File: config.mk
export PLATFORM = sky130hd
export DESIGN_NAME = ayuv_palette_pixel_blend
export DESIGN_NICKNAME = d
export VERILOG_FILES = /design/src/hw/rtl/aypb_pkg.sv /design/src/hw/rtl/ayuv_palette_pixel_blend.sv /design/src/hw/rtl/aypb_ram.sv /design/src/hw/rtl/aypb_front.sv /design/src/hw/rtl/aypb_queue.sv /design/src/hw/rtl/aypb_back.sv
export SDC_FILE = /design/constraint.sdc
export NUM_CORES = 2
export LEC_CHECK = 0
export BUFFER_PORTS_ARGS = -buffer_cell sky130_fd_sc_hd__clkbuf_2
export CAP_MARGIN = 20
export CORE_MARGIN = 2
export CORE_UTILIZATION = 55
export DETAILED_ROUTE_END_ITERATION = 10
export HOLD_SLACK_MARGIN = 0.03
export PLACE_DENSITY = 0.86
export SLEW_MARGIN = 5
export SYNTH_ARGS = -nofsm -noshare
export SYNTH_HDL_FRONTEND = slang
export SYNTH_SLANG_ARGS = --single-unit
File: constraint.sdc
create_clock -name clk_i -period 7.8 [get_ports clk_i]
set_clock_uncertainty 0.15 [all_clocks]
set_input_delay 0.39 -clock clk_i [delete_from_list [all_inputs] [get_ports clk_i]]
set_output_delay 0.39 -clock clk_i [all_outputs]
set_load 0.02 [all_outputs]
File: src/hw/rtl/aypb_pkg.sv
// Shared types and constants of the palette overlay blend block.
package aypb_pkg;

  localparam int ByteW    = 8;
  localparam int EntryW   = 32;
  localparam int CfgDataW = 64;
  localparam int CfgIdxW  = 4;
  localparam int PalPairs = 8;
  localparam int PalAddrW = $clog2(PalPairs);

  // Queue between front and back, and result queue in the back.
  localparam int MidDepth = 4;
  localparam int MidPtrW  = $clog2(MidDepth);
  localparam int MidCntW  = $clog2(MidDepth + 1);
  localparam int OutDepth = 8;
  localparam int OutPtrW  = $clog2(OutDepth);
  localparam int OutCntW  = $clog2(OutDepth + 1);

  // YUV to RGB coefficients, 12 fractional bits.
  localparam int CoefRv   = 5743;
  localparam int CoefGu   = 1411;
  localparam int CoefGv   = 2925;
  localparam int CoefBu   = 7258;
  localparam int FracBits = 12;
  localparam int ChanMax  = 255;
  localparam int ChromaMax = 127;

  // One classified word: combined palette colour and the background pixel.
  typedef struct packed {
    logic [ByteW-1:0] a;
    logic [ByteW-1:0] y;
    logic [ByteW-1:0] u;
    logic [ByteW-1:0] v;
    logic [ByteW-1:0] bg_r;
    logic [ByteW-1:0] bg_g;
    logic [ByteW-1:0] bg_b;
  } op_t;

  typedef struct packed {
    logic [ByteW-1:0] r;
    logic [ByteW-1:0] g;
    logic [ByteW-1:0] b;
  } rgb_t;

endpackage

File: src/hw/rtl/ayuv_palette_pixel_blend.sv
// Top level of the palette overlay blend: front, queue and back part.
//
//  Channel   Direction  Handshake            Payload
//  input     in         push / full          pixel_i, bg_red_i, bg_green_i, bg_blue_i
//  result    out        empty / pop          out_red_o, out_green_o, out_blue_o
//  config    in         cfg_we_i             cfg_idx_i, cfg_data_i
//
// One word is accepted per clock cycle while pop keeps up; each word then
// passes the palette RAM read, the middle queue and three arithmetic stages
// in the back part before its result is queued.
// Reset clears the palette to zero at once through a valid bit per pair.
// A stalled result side fills the eight-word result queue and the four-word
// middle queue before full rises.
module ayuv_palette_pixel_blend (
  input  logic                          clk_i,
  input  logic                          rst_ni,
  input  logic                          cfg_we_i,
  input  logic [aypb_pkg::CfgIdxW-1:0]  cfg_idx_i,
  input  logic [aypb_pkg::CfgDataW-1:0] cfg_data_i,
  input  logic                          push,
  output logic                          full,
  input  logic [aypb_pkg::ByteW-1:0]    pixel_i,
  input  logic [aypb_pkg::ByteW-1:0]    bg_red_i,
  input  logic [aypb_pkg::ByteW-1:0]    bg_green_i,
  input  logic [aypb_pkg::ByteW-1:0]    bg_blue_i,
  output logic                          empty,
  input  logic                          pop,
  output logic [aypb_pkg::ByteW-1:0]    out_red_o,
  output logic [aypb_pkg::ByteW-1:0]    out_green_o,
  output logic [aypb_pkg::ByteW-1:0]    out_blue_o
);
  import aypb_pkg::*;

  logic mid_push, mid_full, mid_pop, mid_empty;
  op_t  mid_in, mid_out;

  aypb_front u_front (
    .clk_i     (clk_i),
    .rst_ni    (rst_ni),
    .cfg_we_i  (cfg_we_i),
    .cfg_idx_i (cfg_idx_i),
    .cfg_data_i(cfg_data_i),
    .push_i    (push),
    .full_o    (full),
    .pixel_i   (pixel_i),
    .bg_red_i  (bg_red_i),
    .bg_green_i(bg_green_i),
    .bg_blue_i (bg_blue_i),
    .q_full_i  (mid_full),
    .q_push_o  (mid_push),
    .q_data_o  (mid_in)
  );

  aypb_queue u_queue (
    .clk_i  (clk_i),
    .rst_ni (rst_ni),
    .push_i (mid_push),
    .data_i (mid_in),
    .full_o (mid_full),
    .pop_i  (mid_pop),
    .empty_o(mid_empty),
    .data_o (mid_out)
  );

  aypb_back u_back (
    .clk_i      (clk_i),
    .rst_ni     (rst_ni),
    .q_empty_i  (mid_empty),
    .q_data_i   (mid_out),
    .q_pop_o    (mid_pop),
    .pop_i      (pop),
    .empty_o    (empty),
    .out_red_o  (out_red_o),
    .out_green_o(out_green_o),
    .out_blue_o (out_blue_o)
  );

endmodule

File: src/hw/rtl/aypb_ram.sv
// Generic RAM with one write port and two registered read ports.
module aypb_ram #(
  parameter int Width = 32,
  parameter int Depth = 8
) (
  input  logic                     clk_i,
  input  logic                     we_i,
  input  logic [$clog2(Depth)-1:0] waddr_i,
  input  logic [Width-1:0]         wdata_i,
  input  logic                     re_i,
  input  logic [$clog2(Depth)-1:0] raddr_a_i,
  input  logic [$clog2(Depth)-1:0] raddr_b_i,
  output logic [Width-1:0]         rdata_a_o,
  output logic [Width-1:0]         rdata_b_o
);

  logic [Width-1:0] mem_q [Depth];
  logic [Width-1:0] rdata_a_q;
  logic [Width-1:0] rdata_b_q;

  always_ff @(posedge clk_i) begin
    if (we_i) begin
      mem_q[waddr_i] <= wdata_i;
    end
    if (re_i) begin
      rdata_a_q <= mem_q[raddr_a_i];
      rdata_b_q <= mem_q[raddr_b_i];
    end
  end

  assign rdata_a_o = rdata_a_q;
  assign rdata_b_o = rdata_b_q;

endmodule

File: src/hw/rtl/aypb_front.sv
// Front part: palette RAM, lookup of both entries and colour combining.
module aypb_front (
  input  logic                           clk_i,
  input  logic                           rst_ni,
  input  logic                           cfg_we_i,
  input  logic [aypb_pkg::CfgIdxW-1:0]   cfg_idx_i,
  input  logic [aypb_pkg::CfgDataW-1:0]  cfg_data_i,
  input  logic                           push_i,
  output logic                           full_o,
  input  logic [aypb_pkg::ByteW-1:0]     pixel_i,
  input  logic [aypb_pkg::ByteW-1:0]     bg_red_i,
  input  logic [aypb_pkg::ByteW-1:0]     bg_green_i,
  input  logic [aypb_pkg::ByteW-1:0]     bg_blue_i,
  input  logic                           q_full_i,
  output logic                           q_push_o,
  output aypb_pkg::op_t                  q_data_o
);
  import aypb_pkg::*;

  localparam logic signed [ByteW:0] ChromaHi = (ByteW+1)'(ChromaMax);
  localparam logic signed [ByteW:0] ChromaLo = -ChromaHi;

  function automatic logic [ByteW-1:0] clamp_chroma(input logic signed [ByteW:0] s);
    logic [ByteW-1:0] r;
    if (s > ChromaHi) begin
      r = ChromaHi[ByteW-1:0];
    end else if (s < ChromaLo) begin
      r = ChromaLo[ByteW-1:0];
    end else begin
      r = s[ByteW-1:0];
    end
    return r;
  endfunction

  logic                 accept;
  logic                 pal_we;
  logic [PalPairs-1:0]  pal_vld_q, pal_vld_d;
  logic [PalAddrW-1:0]  addr_a, addr_b;
  logic [CfgDataW-1:0]  rdata_a, rdata_b;

  logic                 f_vld_q, f_vld_d;
  logic                 hi_a_q, hi_b_q;
  logic                 ent_vld_a_q, ent_vld_b_q;
  logic [ByteW-1:0]     bg_r_q, bg_g_q, bg_b_q;

  logic [EntryW-1:0]    e1, e2;
  logic [ByteW:0]       a_sum, y_sum;
  logic signed [ByteW:0] u_sum, v_sum;

  assign full_o   = f_vld_q && q_full_i;
  assign accept   = push_i && !full_o;
  assign q_push_o = f_vld_q && !q_full_i;

  // Writes beyond the last palette pair are dropped.
  assign pal_we = cfg_we_i && (cfg_idx_i < CfgIdxW'(PalPairs));
  assign addr_a = pixel_i[PalAddrW:1];
  assign addr_b = pixel_i[ByteW-1:ByteW-PalAddrW];

  aypb_ram #(
    .Width(CfgDataW),
    .Depth(PalPairs)
  ) u_pal_ram (
    .clk_i    (clk_i),
    .we_i     (pal_we),
    .waddr_i  (cfg_idx_i[PalAddrW-1:0]),
    .wdata_i  (cfg_data_i),
    .re_i     (accept),
    .raddr_a_i(addr_a),
    .raddr_b_i(addr_b),
    .rdata_a_o(rdata_a),
    .rdata_b_o(rdata_b)
  );

  // A pair never written since reset reads as zero.
  always_comb begin
    pal_vld_d = pal_vld_q;
    if (pal_we) begin
      pal_vld_d[cfg_idx_i[PalAddrW-1:0]] = 1'b1;
    end
  end

  always_comb begin
    f_vld_d = f_vld_q;
    if (accept) begin
      f_vld_d = 1'b1;
    end else if (q_push_o) begin
      f_vld_d = 1'b0;
    end
  end

  always_ff @(posedge clk_i or negedge rst_ni) begin
    if (!rst_ni) begin
      pal_vld_q <= '0;
      f_vld_q   <= 1'b0;
    end else begin
      pal_vld_q <= pal_vld_d;
      f_vld_q   <= f_vld_d;
    end
  end

  always_ff @(posedge clk_i) begin
    if (accept) begin
      hi_a_q      <= pixel_i[0];
      hi_b_q      <= pixel_i[ByteW-PalAddrW-1];
      ent_vld_a_q <= pal_vld_q[addr_a];
      ent_vld_b_q <= pal_vld_q[addr_b];
      bg_r_q      <= bg_red_i;
      bg_g_q      <= bg_green_i;
      bg_b_q      <= bg_blue_i;
    end
  end

  always_comb begin
    e1 = hi_a_q ? rdata_a[CfgDataW-1:EntryW] : rdata_a[EntryW-1:0];
    e2 = hi_b_q ? rdata_b[CfgDataW-1:EntryW] : rdata_b[EntryW-1:0];
    if (!ent_vld_a_q) begin
      e1 = '0;
    end
    if (!ent_vld_b_q) begin
      e2 = '0;
    end

    a_sum = {1'b0, e1[7:0]} + {1'b0, e2[7:0]};
    y_sum = {1'b0, e1[15:8]} + {1'b0, e2[15:8]};
    u_sum = $signed({e1[23], e1[23:16]}) + $signed({e2[23], e2[23:16]});
    v_sum = $signed({e1[31], e1[31:24]}) + $signed({e2[31], e2[31:24]});

    q_data_o.a    = a_sum[ByteW:1];
    q_data_o.y    = y_sum[ByteW] ? ByteW'(ChanMax) : y_sum[ByteW-1:0];
    q_data_o.u    = clamp_chroma(u_sum);
    q_data_o.v    = clamp_chroma(v_sum);
    q_data_o.bg_r = bg_r_q;
    q_data_o.bg_g = bg_g_q;
    q_data_o.bg_b = bg_b_q;
  end

endmodule

File: src/hw/rtl/aypb_queue.sv
// Short queue of classified words between the front and the back part.
module aypb_queue (
  input  logic          clk_i,
  input  logic          rst_ni,
  input  logic          push_i,
  input  aypb_pkg::op_t data_i,
  output logic          full_o,
  input  logic          pop_i,
  output logic          empty_o,
  output aypb_pkg::op_t data_o
);
  import aypb_pkg::*;

  op_t                mem_q [MidDepth];
  logic [MidPtrW-1:0] wptr_q, wptr_d;
  logic [MidPtrW-1:0] rptr_q, rptr_d;
  logic [MidCntW-1:0] cnt_q, cnt_d;
  logic               do_push, do_pop;

  assign full_o  = (cnt_q == MidCntW'(MidDepth));
  assign empty_o = (cnt_q == '0);
  assign do_push = push_i && !full_o;
  assign do_pop  = pop_i && !empty_o;
  assign data_o  = mem_q[rptr_q];

  always_comb begin
    wptr_d = do_push ? wptr_q + MidPtrW'(1) : wptr_q;
    rptr_d = do_pop ? rptr_q + MidPtrW'(1) : rptr_q;
    cnt_d  = cnt_q + MidCntW'(do_push) - MidCntW'(do_pop);
  end

  always_ff @(posedge clk_i or negedge rst_ni) begin
    if (!rst_ni) begin
      wptr_q <= '0;
      rptr_q <= '0;
      cnt_q  <= '0;
    end else begin
      wptr_q <= wptr_d;
      rptr_q <= rptr_d;
      cnt_q  <= cnt_d;
    end
  end

  always_ff @(posedge clk_i) begin
    if (do_push) begin
      mem_q[wptr_q] <= data_i;
    end
  end

endmodule

File: src/hw/rtl/aypb_back.sv
// Back part: YUV to RGB conversion, alpha blend, divide by 255, result queue.
module aypb_back (
  input  logic                       clk_i,
  input  logic                       rst_ni,
  input  logic                       q_empty_i,
  input  aypb_pkg::op_t              q_data_i,
  output logic                       q_pop_o,
  input  logic                       pop_i,
  output logic                       empty_o,
  output logic [aypb_pkg::ByteW-1:0] out_red_o,
  output logic [aypb_pkg::ByteW-1:0] out_green_o,
  output logic [aypb_pkg::ByteW-1:0] out_blue_o
);
  import aypb_pkg::*;

  localparam int ProdW = 22;
  localparam int SumW  = 23;
  localparam int BaseW = ByteW + FracBits;
  localparam int MixW  = 2 * ByteW;

  localparam logic signed [ProdW-1:0] KRv = ProdW'(CoefRv);
  localparam logic signed [ProdW-1:0] KGu = ProdW'(CoefGu);
  localparam logic signed [ProdW-1:0] KGv = ProdW'(CoefGv);
  localparam logic signed [ProdW-1:0] KBu = ProdW'(CoefBu);

  // Floor shift by the fraction, then clip to a byte.
  function automatic logic [ByteW-1:0] fix_to_byte(input logic signed [SumW-1:0] t);
    logic [ByteW-1:0] r;
    if (t[SumW-1]) begin
      r = '0;
    end else if (|t[SumW-2:FracBits+ByteW]) begin
      r = ByteW'(ChanMax);
    end else begin
      r = t[FracBits+ByteW-1:FracBits];
    end
    return r;
  endfunction

  // Exact x / 255 for x up to 255 * 255.
  function automatic logic [ByteW-1:0] div255(input logic [MixW-1:0] x);
    logic [MixW:0] t;
    t = {1'b0, x} + {{(ByteW+1){1'b0}}, x[MixW-1:ByteW]} + (MixW+1)'(1);
    return t[MixW-1:ByteW];
  endfunction

  function automatic logic [MixW-1:0] mix(input logic [ByteW-1:0] c,
                                          input logic [ByteW-1:0] bg,
                                          input logic [ByteW-1:0] a);
    logic [MixW-1:0] p_fg, p_bg;
    p_fg = {{ByteW{1'b0}}, c} * {{ByteW{1'b0}}, a};
    p_bg = {{ByteW{1'b0}}, bg} * {{ByteW{1'b0}}, ~a};
    return p_fg + p_bg;
  endfunction

  logic                 issue;
  logic                 out_pop;
  logic                 out_empty;
  logic [OutCntW-1:0]   reserved_q, reserved_d;

  logic signed [ProdW-1:0] u_ext, v_ext;

  // Stage 1: chroma products.
  logic                    s1_vld_q;
  logic signed [ProdW-1:0] s1_pr_q, s1_pgu_q, s1_pgv_q, s1_pb_q;
  logic [BaseW-1:0]        s1_base_q;
  logic [ByteW-1:0]        s1_a_q;
  rgb_t                    s1_bg_q;

  // Stage 2: converted colour.
  logic                    s2_vld_q;
  logic signed [SumW-1:0]  base_ext, t_r, t_g, t_b;
  rgb_t                    s2_c_q;
  logic [ByteW-1:0]        s2_a_q;
  rgb_t                    s2_bg_q;

  // Stage 3: blended sums before the divide.
  logic                    s3_vld_q;
  logic [MixW-1:0]         s3_mr_q, s3_mg_q, s3_mb_q;

  rgb_t                    out_mem_q [OutDepth];
  rgb_t                    out_word;
  rgb_t                    out_head;
  logic [OutPtrW-1:0]      out_wptr_q, out_rptr_q;
  logic [OutCntW-1:0]      out_cnt_q, out_cnt_d;

  // A word is only issued when the result queue has a place reserved for it,
  // so the stages never have to stall.
  assign issue   = !q_empty_i && (reserved_q < OutCntW'(OutDepth));
  assign q_pop_o = issue;

  assign out_empty = (out_cnt_q == '0);
  assign out_pop   = pop_i && !out_empty;
  assign empty_o   = out_empty;

  always_comb begin
    reserved_d = reserved_q + OutCntW'(issue) - OutCntW'(out_pop);
    out_cnt_d  = out_cnt_q + OutCntW'(s3_vld_q) - OutCntW'(out_pop);
  end

  always_ff @(posedge clk_i or negedge rst_ni) begin
    if (!rst_ni) begin
      reserved_q <= '0;
      s1_vld_q   <= 1'b0;
      s2_vld_q   <= 1'b0;
      s3_vld_q   <= 1'b0;
      out_wptr_q <= '0;
      out_rptr_q <= '0;
      out_cnt_q  <= '0;
    end else begin
      reserved_q <= reserved_d;
      s1_vld_q   <= issue;
      s2_vld_q   <= s1_vld_q;
      s3_vld_q   <= s2_vld_q;
      out_cnt_q  <= out_cnt_d;
      if (s3_vld_q) begin
        out_wptr_q <= out_wptr_q + OutPtrW'(1);
      end
      if (out_pop) begin
        out_rptr_q <= out_rptr_q + OutPtrW'(1);
      end
    end
  end

  assign u_ext = ProdW'($signed(q_data_i.u));
  assign v_ext = ProdW'($signed(q_data_i.v));

  always_ff @(posedge clk_i) begin
    if (issue) begin
      s1_pr_q   <= v_ext * KRv;
      s1_pgu_q  <= u_ext * KGu;
      s1_pgv_q  <= v_ext * KGv;
      s1_pb_q   <= u_ext * KBu;
      // Y scaled by the fraction plus the rounding half.
      s1_base_q <= {q_data_i.y, 1'b1, (FracBits-1)'(0)};
      s1_a_q    <= q_data_i.a;
      s1_bg_q   <= '{r: q_data_i.bg_r, g: q_data_i.bg_g, b: q_data_i.bg_b};
    end
  end

  always_comb begin
    base_ext = $signed({(SumW-BaseW)'(0), s1_base_q});
    t_r = base_ext + SumW'(s1_pr_q);
    t_g = base_ext - SumW'(s1_pgu_q) - SumW'(s1_pgv_q);
    t_b = base_ext + SumW'(s1_pb_q);
  end

  always_ff @(posedge clk_i) begin
    if (s1_vld_q) begin
      s2_c_q  <= '{r: fix_to_byte(t_r), g: fix_to_byte(t_g), b: fix_to_byte(t_b)};
      s2_a_q  <= s1_a_q;
      s2_bg_q <= s1_bg_q;
    end
    if (s2_vld_q) begin
      s3_mr_q <= mix(s2_c_q.r, s2_bg_q.r, s2_a_q);
      s3_mg_q <= mix(s2_c_q.g, s2_bg_q.g, s2_a_q);
      s3_mb_q <= mix(s2_c_q.b, s2_bg_q.b, s2_a_q);
    end
  end

  assign out_word = '{r: div255(s3_mr_q), g: div255(s3_mg_q), b: div255(s3_mb_q)};

  always_ff @(posedge clk_i) begin
    if (s3_vld_q) begin
      out_mem_q[out_wptr_q] <= out_word;
    end
  end

  assign out_head    = out_mem_q[out_rptr_q];
  assign out_red_o   = out_head.r;
  assign out_green_o = out_head.g;
  assign out_blue_o  = out_head.b;

  // Reservations cover both the words in flight and those already queued.
  a_reserved_bound : assert property (@(posedge clk_i) disable iff (!rst_ni)
    reserved_q <= OutCntW'(OutDepth))
    else $error("result queue over-reserved");

  a_queued_within_reserved : assert property (@(posedge clk_i) disable iff (!rst_ni)
    out_cnt_q <= reserved_q)
    else $error("result queue holds more words than were reserved");

  a_no_write_when_full : assert property (@(posedge clk_i) disable iff (!rst_ni)
    s3_vld_q |-> (out_cnt_q < OutCntW'(OutDepth)))
    else $error("result written into a full queue");

  a_issue_reaches_end : assert property (@(posedge clk_i) disable iff (!rst_ni)
    issue |=> ##2 s3_vld_q)
    else $error("issued word lost in the pipeline");

endmodule
==> impl_metrics.tcl <==
set metrics [dict create \
    numCtsBuffers 137 \
    final_cell_mix "edfxtp_1, inv_1, ha_1, fa_1, mux4_2" \
    synth-compound-area-share_pct 2.86 \
    drt-total-wl_um 162000 \
    drt_iter0_markers 3770 \
    drive_gt1_share_pct 18.3 \
    yosysTopAreaCell "edfxtp_1" \
    ctsResizeCount 0 \
    die_h_um 372 \
    post_drt_wl_per_cell_um 23.1 \
    dr_wl_met2_um 85300 \
    grt_max_degree 155 \
    grt_use_total_pct 24.0 \
    critPathLaunchType "register" \
    setup_tns_ns 0 \
    synth_xor_area_share_pct 1.83 \
    postCtsSetupBuffers 0 \
    syn_to_final_growth_pct 11.2 \
    ctsRootBufferMaster "clkbuf_16" \
    highest_layer "met5" \
    fin_nets 6079 \
    placed_cell_area_sq_mm 0.0775 \
    synth-seq-area-share_pct 53.1 \
    rsz0062_at_grt "false" \
    cts_buffer_depth 3 \
    die_w_um 372 \
    finalSetupViolations 0 \
    synth_top_family_by_area "adder cells" \
    ant_nets 0 \
    worstMarginPinSlew_ns 1.19 \
    ys.flop_type "edfxtp_1" \
    synth_area_sq_mm 0.0746 \
    synth_fa_ha_area_share_pct 18.4 \
    synth_cells 4846 \
    m1WireLength_um 59300 \
    tritoncts "done" \
    yosysUniqueCellTypes 66 \
    layout_commonest_cell "edfxtp_1" \
    grt_overflow 0 \
    initial_utilization_pct 55.2 \
    vias_per_cell 5.95 \
    synthTopCellsByArea "edfxtp_1, mux4_2, fa_1" \
    ys_async_sr_fraction_pct 2.49 \
    synthSimpleGateAreaFrac_pct 5.53 \
    dr.pass1.iters 6 \
    numPortBuffers 130 \
    clock-sinks 1324 \
    fin_crit_ns 6.66 \
    max-cap-violations 0 \
    io_pins 131 \
    wl_met3_um 11000 \
    status "completed" \
    muxShareOfSynthArea_pct 14.3 \
    ys_ff_latch 1324 \
    path_clk_slew_ns 0.07 \
    dp_hpwl_um 102000 \
    coreArea_sq_mm 0.135 \
    drc_errors 0 \
    timing.final.hold_violations 0 \
    hold_buffers 93 \
    final_cell_area_sq_mm 0.0829 \
    die_area_sq_mm 0.139 \
    synth_edf_count 1291 \
    max_freq_mhz 150 \
    yosys_warnings 0 \
    grt_pass1_wl_um 254000 \
    worstPathMaxFanout 29 \
    worstSkewPairLatency_ns 0.76 \
    rows 135 \
    fillers 9274 \
    synth_top_area_share_pct 52.0 \
    period_share_pct 85.4 \
    critical_path_required_ns 8.23 \
    cp.arrival_ns 7.09 \
    hold_class "input pin to register" \
    crit_type "register to register" \
    grt_pass1_vias 45200 \
    relSlewSlack_pct 20.8 \
    endpoint_kind "register" \
    routabilityCongestion 0.875 \
    htree_levels 4 \
    avgSynthCellArea_sq_um 15.4 \
    vias 41700 \
    antenna_found_initial 8 \
    maxSlewViolCount 0 \
]
[metrics by stage]
step / hold slack [ns] / std cells / utilization [%] / setup slack (ns)
2_1_floorplan: -0.0556 / 4848 / - / 0.923
5_1_grt: 0.0887 / 7006 / 61.4 / 0.864
3_3_place_gp: 0.255 / 6657 / 57.4 / 1.31
6_report: 0.117 / 7007 / 61.4 / 1.14
4_1_cts: 0.0808 / 6999 / 61.3 / 1.14
3_5_place_dp: 0.255 / 6657 / 57.4 / 1.20
[critical path, stage by stage, from the launching register on]
cell and delay (ns):
edfxtp_1 1.05, buf_4 0.32, nand2b_1 0.15, fa_1 0.43, fa_1 0.50, inv_1 0.05
fa_1 0.49, fa_1 0.43, fa_1 0.50, inv_1 0.05, fa_1 0.47, inv_1 0.04
ha_1 0.31, nor2b_1 0.15, o21a_1 0.19, o31a_1 0.25, or4_1 0.44, a2111o_1 0.38
o211ai_1 0.09
[final cells by class]
type | instances | area, sq um | share of cell area [%]
clock buffers | 171 | 3610 | 4.35
multi-input cells | 2716 | 32100 | 38.7
repair buffers | 280 | 2140 | 2.58
diodes | 4 | 10.0 | 0.0121
clock inverters | 78 | 792 | 0.955
flip-flops and latches | 1324 | 39600 | 47.7
well taps | 1781 | 2230 | 2.69
inverters | 653 | 2450 | 2.96
[final timing paths]
kind | cells past startpoint | from | slack, ns | end
worst min-delay path | 2 | pixel_i[7] | 0.12 | u_front.u_pal_ram.rdata_b_o[8]
worst min register to register | 0 | u_back.s1_bg_q[18] | 0.27 | u_back.s2_bg_q[18]
max in group asynchronous | 4 | rst_ni | 6.53 | u_queue.rptr_q[0]
min in group asynchronous | 3 | rst_ni | 0.49 | u_back.s2_vld_q
worst max register to register | 18 | u_back.s2_a_q[5] | 1.14 | u_back.s3_mr_q[15]
worst max-delay path | 18 | u_back.s2_a_q[5] | 1.14 | u_back.s3_mr_q[15]
[flip-flops by register name (all words and copies together), names as in the netlist, 11 cells and up]
name	count
u_front.u_pal_ram.mem_q	512
u_queue.mem_q	224
u_back.out_mem_q	192
u_front.u_pal_ram.rdata_a_o	64
u_front.u_pal_ram.rdata_b_o	64
u_back.s1_bg_q	24
u_back.s2_bg_q	24
u_back.s2_c_q	24
u_back.s1_pgv_q	21
u_back.s1_pgu_q	20
u_back.s3_mb_q	16
u_back.s3_mg_q	16
u_back.s3_mr_q	16
u_back.s1_pb_q	11
u_back.s1_pr_q	11
[metal layers]
layer  vias to the layer above  track usage [%]
met2                      1916             42.8
met4                         6             10.6
met5                         -                0
met1                     21200             28.6
met3                       434             4.12
li1                      18100                -
[cell families (layout without fill, tap and decap cells)]
group / count (synthesis) / in the layout
buffers and inverters: 808 / 1182
flip-flops: 1324 / 1324
adder cells (fa/ha/maj): 866 / 866
other: 1 / 7
AO/OA/AOI/OAI: 328 / 328
XOR/XNOR: 156 / 156
multiplexers: 589 / 589
AND/OR/NAND/NOR: 774 / 774
[synthesized netlist by cell type (4+ instances only)]
| library cell | count |
|---|---|
| a211o_1 | 5 |
| a211oi_1 | 5 |
| a21boi_0 | 7 |
| a21o_1 | 24 |
| a21oi_1 | 101 |
| a31oi_1 | 13 |
| and2_1 | 111 |
| and3_1 | 11 |
| buf_1 | 44 |
| clkbuf_1 | 109 |
| dfrtp_1 | 33 |
| edfxtp_1 | 1291 |
| fa_1 | 384 |
| ha_1 | 478 |
| inv_1 | 653 |
| maj3_1 | 4 |
| mux2_2 | 162 |
| mux2i_1 | 64 |
| mux4_2 | 363 |
| nand2_1 | 155 |
| nand2b_1 | 73 |
| nand3_1 | 15 |
| nor2_1 | 120 |
| nor2b_1 | 215 |
| nor3_1 | 31 |
| nor4_1 | 5 |
| o211ai_1 | 4 |
| o21a_1 | 37 |
| o21ai_0 | 52 |
| o21ai_1 | 7 |
| o21bai_1 | 27 |
| o31a_1 | 6 |
| o31ai_1 | 13 |
| or2_2 | 15 |
| or3_1 | 6 |
| or4_1 | 5 |
| xnor2_1 | 122 |
| xor2_1 | 34 |
Power is not shown: default switching activity piles up to over one toggle a cycle in this logic, so the estimate is an artifact.
